<file path="src/ehp_pkg.sv">
// Constants and result layout for the Ethernet / IPv4 / L4 header parser.
// No dependencies; imported by eth_ipv4_l4_header_parser_core.
package ehp_pkg;

   localparam int unsigned EtherAddrLen = 6;
   localparam int unsigned EthHdrLen    = 14;
   localparam int unsigned PosWidth     = 7;
   localparam int unsigned RspDataWidth = 240;

   localparam logic [PosWidth-1:0] POS_MAX      = 7'd127;
   localparam logic [PosWidth-1:0] POS_IHL      = 7'd14;
   localparam logic [PosWidth-1:0] POS_TTL      = 7'd22;
   localparam logic [PosWidth-1:0] POS_PROTO    = 7'd23;
   localparam logic [PosWidth-1:0] POS_SRC_ADDR = 7'd26;
   localparam logic [PosWidth-1:0] POS_DST_ADDR = 7'd30;

   localparam logic [15:0] ETHERTYPE_IPV4 = 16'h0800;
   localparam logic [7:0]  PROTO_TCP      = 8'd6;
   localparam logic [7:0]  PROTO_UDP      = 8'd17;

   localparam logic [2:0] CLASS_NON_IP    = 3'd0;
   localparam logic [2:0] CLASS_TCP       = 3'd1;
   localparam logic [2:0] CLASS_UDP       = 3'd2;
   localparam logic [2:0] CLASS_OTHER_L4  = 3'd3;
   localparam logic [2:0] CLASS_TRUNCATED = 3'd4;

   // rsp_tdata layout, lowest bits last in this list
   typedef struct packed {
      logic [1:0]  pad;
      logic [7:0]  tcp_flag_bits;
      logic [15:0] l4_dst_port;
      logic [15:0] l4_src_port;
      logic [31:0] ip_dst_addr;
      logic [31:0] ip_src_addr;
      logic [7:0]  ip_proto;
      logic [7:0]  ip_ttl;
      logic [5:0]  ip_hdr_bytes;
      logic [15:0] eth_type;
      logic [47:0] src_mac;
      logic [47:0] dst_mac;
   } rsp_data_type;

endpackage

</file>
<file path="src/eth_ipv4_l4_header_parser_core.sv">
// Ethernet / IPv4 / TCP-UDP header parser: byte stream in, one summary beat per frame.
// Depends on ehp_pkg.
//
//  channel | dir | beat
//  req     | in  | tdata[7:0] data byte, tlast frame end
//  rsp     | out | tdata[239:0] header summary, tuser[2:0] packet class
//
// One byte per cycle while req_tready is high; the summary is registered on the last byte.
// The result register frees in the same cycle it is taken, so a held rsp only stalls req
// while rsp_tready is low. Reset is synchronous and clears the parser and result valid.
module eth_ipv4_l4_header_parser_core
   import ehp_pkg::*;
(
   input  logic                    clock,
   input  logic                    reset,
   input  logic                    req_tvalid,
   output logic                    req_tready,
   input  logic [7:0]              req_tdata,   // [7:0] data_byte
   input  logic                    req_tlast,   // last_byte
   output logic                    rsp_tvalid,
   input  logic                    rsp_tready,
   output logic [RspDataWidth-1:0] rsp_tdata,   // dst_mac, src_mac, eth_type, ip_hdr_bytes,
                                                // ip_ttl, ip_proto, ip_src_addr, ip_dst_addr,
                                                // l4_src_port, l4_dst_port, tcp_flag_bits, pad
   output logic [2:0]              rsp_tuser    // packet_class
);

   logic [PosWidth-1:0] pos_ff, pos_in;
   logic [47:0] dst_mac_ff, dst_mac_in;
   logic [47:0] src_mac_ff, src_mac_in;
   logic [15:0] eth_type_ff, eth_type_in;
   logic [3:0]  ihl_ff, ihl_in;
   logic [7:0]  ttl_ff, ttl_in;
   logic [7:0]  proto_ff, proto_in;
   logic [31:0] src_addr_ff, src_addr_in;
   logic [31:0] dst_addr_ff, dst_addr_in;
   logic [15:0] src_port_ff, src_port_in;
   logic [15:0] dst_port_ff, dst_port_in;
   logic [7:0]  flags_ff, flags_in;

   logic         rsp_valid_ff, rsp_valid_in;
   rsp_data_type rsp_data_ff, rsp_data_in;
   logic [2:0]   rsp_class_ff, rsp_class_in;

   logic       accept;
   logic [6:0] l4_pos;
   logic [7:0] n_bytes;
   logic       is_ip, proto_known, is_tcp, is_udp;

   assign req_tready = !rsp_valid_ff || rsp_tready;
   assign accept     = req_tvalid && req_tready;

   // field capture by byte position
   always_comb begin
      ihl_in        = ihl_ff;
      dst_mac_in    = dst_mac_ff;
      src_mac_in    = src_mac_ff;
      eth_type_in   = eth_type_ff;
      ttl_in        = ttl_ff;
      proto_in      = proto_ff;
      src_addr_in   = src_addr_ff;
      dst_addr_in   = dst_addr_ff;
      src_port_in   = src_port_ff;
      dst_port_in   = dst_port_ff;
      flags_in      = flags_ff;

      if (pos_ff == POS_IHL) begin
         ihl_in = req_tdata[3:0];
      end
      l4_pos = 7'(EthHdrLen) + {1'b0, ihl_in, 2'b00};

      for (int i = 0; i < EtherAddrLen; i++) begin
         if (pos_ff == 7'(i)) begin
            dst_mac_in[8*(EtherAddrLen-1-i) +: 8] = req_tdata;
         end
         if (pos_ff == 7'(EtherAddrLen + i)) begin
            src_mac_in[8*(EtherAddrLen-1-i) +: 8] = req_tdata;
         end
      end
      for (int i = 0; i < 2; i++) begin
         if (pos_ff == 7'(2*EtherAddrLen + i)) begin
            eth_type_in[8*(1-i) +: 8] = req_tdata;
         end
         if (pos_ff == l4_pos + 7'(i)) begin
            src_port_in[8*(1-i) +: 8] = req_tdata;
         end
         if (pos_ff == l4_pos + 7'(2 + i)) begin
            dst_port_in[8*(1-i) +: 8] = req_tdata;
         end
      end
      for (int i = 0; i < 4; i++) begin
         if (pos_ff == POS_SRC_ADDR + 7'(i)) begin
            src_addr_in[8*(3-i) +: 8] = req_tdata;
         end
         if (pos_ff == POS_DST_ADDR + 7'(i)) begin
            dst_addr_in[8*(3-i) +: 8] = req_tdata;
         end
      end
      if (pos_ff == POS_TTL) begin
         ttl_in = req_tdata;
      end
      if (pos_ff == POS_PROTO) begin
         proto_in = req_tdata;
      end
      if (pos_ff == l4_pos + 7'd13) begin
         flags_in = req_tdata;
      end

      pos_in = (pos_ff < POS_MAX) ? pos_ff + 7'd1 : POS_MAX;
   end

   // summary for a frame ending on this beat
   always_comb begin
      n_bytes     = {1'b0, pos_ff} + 8'd1;
      is_ip       = (n_bytes >= 8'(EthHdrLen)) && (eth_type_in == ETHERTYPE_IPV4);
      proto_known = is_ip && (n_bytes >= 8'(EthHdrLen + 10));
      is_tcp      = proto_known && (proto_in == PROTO_TCP);
      is_udp      = proto_known && (proto_in == PROTO_UDP);

      if (n_bytes < 8'(EthHdrLen)) begin
         rsp_class_in = CLASS_TRUNCATED;
      end else if (!is_ip) begin
         rsp_class_in = CLASS_NON_IP;
      end else if (n_bytes < 8'(EthHdrLen + 20)) begin
         rsp_class_in = CLASS_TRUNCATED;
      end else if (is_tcp) begin
         rsp_class_in = (n_bytes >= {1'b0, l4_pos} + 8'd14) ? CLASS_TCP : CLASS_TRUNCATED;
      end else if (is_udp) begin
         rsp_class_in = (n_bytes >= {1'b0, l4_pos} + 8'd4) ? CLASS_UDP : CLASS_TRUNCATED;
      end else begin
         rsp_class_in = CLASS_OTHER_L4;
      end

      rsp_data_in               = '0;
      rsp_data_in.dst_mac       = dst_mac_in;
      rsp_data_in.src_mac       = src_mac_in;
      rsp_data_in.eth_type      = eth_type_in;
      rsp_data_in.ip_hdr_bytes  = is_ip ? {ihl_in, 2'b00} : 6'd0;
      rsp_data_in.ip_ttl        = is_ip ? ttl_in : 8'd0;
      rsp_data_in.ip_proto      = is_ip ? proto_in : 8'd0;
      rsp_data_in.ip_src_addr   = is_ip ? src_addr_in : 32'd0;
      rsp_data_in.ip_dst_addr   = is_ip ? dst_addr_in : 32'd0;
      rsp_data_in.l4_src_port   = (is_tcp || is_udp) ? src_port_in : 16'd0;
      rsp_data_in.l4_dst_port   = (is_tcp || is_udp) ? dst_port_in : 16'd0;
      rsp_data_in.tcp_flag_bits = is_tcp ? flags_in : 8'd0;

      if (accept && req_tlast) begin
         rsp_valid_in = 1'b1;
      end else if (rsp_tready) begin
         rsp_valid_in = 1'b0;
      end else begin
         rsp_valid_in = rsp_valid_ff;
      end
   end

   always_ff @(posedge clock) begin
      if (reset || (accept && req_tlast)) begin
         pos_ff        <= '0;
         dst_mac_ff    <= '0;
         src_mac_ff    <= '0;
         eth_type_ff   <= '0;
         ihl_ff        <= '0;
         ttl_ff        <= '0;
         proto_ff      <= '0;
         src_addr_ff   <= '0;
         dst_addr_ff   <= '0;
         src_port_ff   <= '0;
         dst_port_ff   <= '0;
         flags_ff      <= '0;
      end else if (accept) begin
         pos_ff        <= pos_in;
         dst_mac_ff    <= dst_mac_in;
         src_mac_ff    <= src_mac_in;
         eth_type_ff   <= eth_type_in;
         ihl_ff        <= ihl_in;
         ttl_ff        <= ttl_in;
         proto_ff      <= proto_in;
         src_addr_ff   <= src_addr_in;
         dst_addr_ff   <= dst_addr_in;
         src_port_ff   <= src_port_in;
         dst_port_ff   <= dst_port_in;
         flags_ff      <= flags_in;
      end
   end

   always_ff @(posedge clock) begin
      if (reset) begin
         rsp_valid_ff <= 1'b0;
      end else begin
         rsp_valid_ff <= rsp_valid_in;
      end
   end

   always_ff @(posedge clock) begin
      if (accept && req_tlast) begin
         rsp_data_ff  <= rsp_data_in;
         rsp_class_ff <= rsp_class_in;
      end
   end

   assign rsp_tvalid = rsp_valid_ff;
   assign rsp_tdata  = rsp_data_ff;
   assign rsp_tuser  = rsp_class_ff;

endmodule
</file>
<file path="config.mk">
export PLATFORM = sky130hd
export DESIGN_NAME = eth_ipv4_l4_header_parser_core
export DESIGN_NICKNAME = d
export VERILOG_FILES = /design/src/ehp_pkg.sv /design/src/eth_ipv4_l4_header_parser_core.sv
export SDC_FILE = /design/constraint.sdc
export NUM_CORES = 1
export LEC_CHECK = 0
export BUFFER_PORTS_ARGS = -buffer_cell sky130_fd_sc_hd__buf_2
export CAP_MARGIN = 20
export CORE_MARGIN = 2
export CORE_UTILIZATION = 50
export DETAILED_ROUTE_END_ITERATION = 10
export PLACE_DENSITY_LB_ADDON = 0.15
export SLEW_MARGIN = 0
export SYNTH_ARGS = -nofsm -noshare
export SYNTH_HDL_FRONTEND = slang
export SYNTH_SLANG_ARGS = --single-unit
</file>
<file path="constraint.sdc">
create_clock -name clock -period 11.6 [get_ports clock]
set_input_delay 2.32 -clock clock [delete_from_list [all_inputs] [get_ports clock]]
set_output_delay 2.32 -clock clock [all_outputs]
set_load 0.02 [all_outputs]
</file>
==> run_results.csv <==
group,metric,value,unit
placement,hpwlAfterDp,32.94,mm
clocking,cts_hold_repair.buffers,0,
drt,drcViolationCount,0,
setup_path,crit_path_end_kind,"register",
outcome,status,"complete, no violations",
yosys,synth_top_area_frac,0.3452,
setup_path,worstSetupPathType,"primary input to register",
global_routing,grt_first_pass_wirelength,85.14,mm
global_routing,vias_in_the_first_global_route,14950,
drt,number_of_vias_after_detailed_routing,15450,
setup_path,required,12100,ps
clocking,cts.clk_slew.worst_paths,60,ps
finish,num_antenna_cells,0,
timing,layout_min_cycle_time,6050,ps
global_routing,grt_overflow_total,0,
global_routing,grt.total_usage,0.2481,
clocking,cts_max_level,2,
yosys,synth_cell_type_count,73,
yosys,synth_area_leader_cell,"sky130_fd_sc_hd__edfxtp_1",
power,pwrdens,160.1,nW/µm²
yosys,netlist_top_cells_area,"sky130_fd_sc_hd__edfxtp_1 (35%), sky130_fd_sc_hd__dfxtp_1 (23%), sky130_fd_sc_hd__nand2_1 (6.9%)",
placement,io_buffer_count,253,
drt,route.detailed.wl_per_inst,19.70,µm
drt,drt_iter0_drc,1255,
finish,nFillCells,3446,
setup_path,critical_path.max_fanout,50,
clocking,clock_sinks,483,
clocking,clockRootBuffer,"sky130_fd_sc_hd__clkbuf_16",
yosys,synth_ff_type,"sky130_fd_sc_hd__dfxtp_1",
clocking,cts_resized,0,
yosys,synth_async_sr_flop_share,0,
timing,slew_headroom,0.2649,
power,leak_pwr,8.915,nW
yosys,number_of_flops_mapped_to_enable_cells_by_yosys,239,
finish,nets,2232,
timing,final_critical_path_setup_slack,5550,ps
yosys,syn_avg_cell_area,10.30,µm²
floorplan,rows,74,
clocking,bufs_on_longest_clock_path,3,
drt,drt-vias-per-instance,5.568,
timing,timing.final.hold_violations,0,
placement,dp_worst_setup_slack,5003,ps
clocking,worst_skew_pair_later_pin_latency,590,ps
yosys,synth_sequential_area_ratio,0.5802,
floorplan,initial_utilization,0.5080,
yosys,synth-seq-cells,483,
job,cap_viol_max_count,0,
floorplan,die_area,43220,µm²
clocking,cts_tree,"built",
timing,final-max-slew-violation-count,0,
setup_path,crit_path_start_kind,"primary input",
timing,rsz0062_at_grt,"false",
finish,layout-drive-gt1-share,0.2234,
floorplan,design.portCount,258,
floorplan,dieHeight,207.9,µm
drt,detail_route.wirelength,54.67,mm
placement,place_area,22320,µm²
placement,gpl.final_weighted_congestion,0.8797,
yosys,post_synth_inst_count,2018,
timing,sum_neg_setup_slack,0,ps
clocking,tritoncts.num_buffers,50,
global_routing,largest_net_degree_at_the_start_of_global_routing,109,
global_routing,antenna_violations_before_repair,3,
floorplan,core_area,40920,µm²
setup_path,cp_data_arrival_time,6550,ps
clocking,cts_setup_buffers,0,
finish,fin_area,24080,µm²
timing,transition_at_the_pin_with_the_smallest_max_transition_slack,1100,ps
yosys,ys_warn_count,0,
timing,report.final.setup_viol,0,
power,peakVddDrop,0.1040,mV
timing,skew,17.04,ps
yosys,post_synthesis_cell_area,20790,µm²
timing,max_clock_freq,165.3,MHz
min_path,hold_class,"register to register",
floorplan,die_w,207.9,µm
finish,flow.area_growth_from_synthesis,15.81,%
timing,period_share,0.5216,
drt,route.antenna.remaining_nets,0,
drt,number_of_search_and_repair_iterations_in_the_first_detailed_routing_pass,8,
## power by group
group / internal, mW / switching (mW) / leakage [nW]
Clock: 1.03 / 0.666 / 0.859
Sequential: 1.84 / 0.0198 / 4.29
Combinational: 0.0803 / 0.221 / 3.77
## synthesized netlist by cell type, types with 3 or more instances
cell type / count
sky130_fd_sc_hd__a21o_1: 4
sky130_fd_sc_hd__or2_2: 6
sky130_fd_sc_hd__a31oi_1: 3
sky130_fd_sc_hd__edfxtp_1: 239
sky130_fd_sc_hd__clkbuf_1: 106
sky130_fd_sc_hd__o21ai_1: 3
sky130_fd_sc_hd__inv_1: 17
sky130_fd_sc_hd__or4_1: 4
sky130_fd_sc_hd__o21a_1: 3
sky130_fd_sc_hd__and2_1: 4
sky130_fd_sc_hd__buf_1: 20
sky130_fd_sc_hd__nand3_4: 4
sky130_fd_sc_hd__nor3_1: 64
sky130_fd_sc_hd__xor2_1: 7
sky130_fd_sc_hd__buf_6: 7
sky130_fd_sc_hd__nand3_1: 61
sky130_fd_sc_hd__nand2_1: 382
sky130_fd_sc_hd__buf_4: 6
sky130_fd_sc_hd__and3_1: 4
sky130_fd_sc_hd__nand2b_1: 6
sky130_fd_sc_hd__a211oi_1: 8
sky130_fd_sc_hd__nor4_1: 11
sky130_fd_sc_hd__nor4bb_1: 3
sky130_fd_sc_hd__nor4b_1: 3
sky130_fd_sc_hd__dfxtp_1: 244
sky130_fd_sc_hd__nor2b_1: 5
sky130_fd_sc_hd__nor2_1: 220
sky130_fd_sc_hd__nor3_4: 3
sky130_fd_sc_hd__mux2i_1: 119
sky130_fd_sc_hd__a21oi_1: 198
sky130_fd_sc_hd__ha_1: 18
sky130_fd_sc_hd__o31ai_1: 3
sky130_fd_sc_hd__buf_2: 17
sky130_fd_sc_hd__mux2_2: 100
sky130_fd_sc_hd__xnor2_1: 10
sky130_fd_sc_hd__and3b_1: 3
sky130_fd_sc_hd__o21ai_0: 56
## layout by cell type, fill, tap and decap left out, drive strengths merged, types with 10 or more instances in the layout
| cell | netlist | final |
|---|---|---|
| buf | 50 | 282 |
| xnor2 | 10 | 10 |
| clkbuf | 106 | 66 |
| a21oi | 198 | 198 |
| mux2 | 100 | 100 |
| nand3 | 65 | 65 |
| o21ai | 59 | 59 |
| nand2 | 384 | 384 |
| dfxtp | 244 | 244 |
| nor4 | 14 | 14 |
| nor3 | 67 | 67 |
| clkinv | 0 | 19 |
| inv | 17 | 18 |
| ha | 18 | 18 |
| edfxtp | 239 | 239 |
| nor2 | 223 | 223 |
| mux2i | 119 | 119 |
## layout make-up
type	instances	area [µm²]	share of cell area
Tap cell	532	665.6	0.02765
Sequential cell	483	12060	0.5010
Timing Repair Buffer	283	1506	0.06257
Clock inverter	29	349.1	0.01450
Inverter	17	71.32	0.002962
Clock buffer	65	1401	0.05821
Multi-Input combinational cell	1366	8020	0.3331
## state kept, by name, indices dropped and copies added (netlist names)
name / flops
src_mac_ff: 48
rsp_tvalid: 1
src_port_ff: 16
proto_ff: 8
dst_port_ff: 16
pos_ff: 7
eth_type_ff: 16
dst_mac_ff: 48
src_addr_ff: 32
rsp_tdata: 236
ttl_ff: 8
ihl_ff: 4
flags_ff: 8
rsp_tuser: 3
dst_addr_ff: 32
## final timing paths
kind	to	slack, ps	depth (start not counted)	start
setup / recovery	dst_port_ff[14]$_SDFFE_PP0P_	5550	14	req_tdata[0]
hold / removal	src_mac_ff[20]$_SDFFE_PP0P_	450	2	src_mac_ff[20]$_SDFFE_PP0P_
setup reg to reg	dst_port_ff[14]$_SDFFE_PP0P_	6260	13	pos_ff[3]$_SDFFE_PP0P_
hold reg to reg	src_mac_ff[20]$_SDFFE_PP0P_	450	2	src_mac_ff[20]$_SDFFE_PP0P_
## critical path: stages
cell	delay [ps]
sky130_fd_sc_hd__buf_2	80
sky130_fd_sc_hd__buf_4	550
sky130_fd_sc_hd__nand3_1	220
sky130_fd_sc_hd__and2_1	280
sky130_fd_sc_hd__ha_1	310
sky130_fd_sc_hd__and2_1	230
sky130_fd_sc_hd__a221oi_4	400
sky130_fd_sc_hd__inv_1	120
sky130_fd_sc_hd__ha_1	260
sky130_fd_sc_hd__o21a_1	150
sky130_fd_sc_hd__and3b_1	250
sky130_fd_sc_hd__o221a_1	790
sky130_fd_sc_hd__nand3_4	270
sky130_fd_sc_hd__mux2i_1	250
## stage by stage
| stage | util | hold WS (ps) | total power [mW] | std cells |
|---|---|---|---|---|
| floorplan | - | 432.9 | 2.103 | 2022 |
| global placement | 0.5446 | 437.6 | 2.189 | 2678 |
| detailed placement | 0.5454 | 443.0 | 2.195 | 2680 |
| CTS | 0.5882 | 453.0 | 3.886 | 2774 |
| global route | 0.5883 | 470.5 | 3.977 | 2775 |
| finish | 0.5883 | 451.7 | 3.854 | 2775 |
## layer usage
layer / GRT usage / routed length [µm] / share of wire / vias to the layer above
met1: 0.3336 / 23830 / 0.44 / 7444
met5: 0 / 39 / 0.00071 / -
met3: 0.05645 / 3895 / 0.071 / 109
met4: 0.09318 / 1678 / 0.031 / 6
li1: - / - / - / 7387
met2: 0.3931 / 25220 / 0.46 / 505
## logic make-up after synthesis
family | after synthesis | synth area share
AND/OR/NAND/NOR | 804 | 0.1720
buffers and inverters | 173 | 0.03587
other | 2 | 0.0003613
multiplexers | 219 | 0.1115
XOR/XNOR | 17 | 0.007162
adder cells (fa/ha/maj) | 18 | 0.01083
flip-flops | 483 | 0.5802
AO/OA/AOI/OAI | 302 | 0.08210
Note: power is estimated with default switching activity, not from simulation.
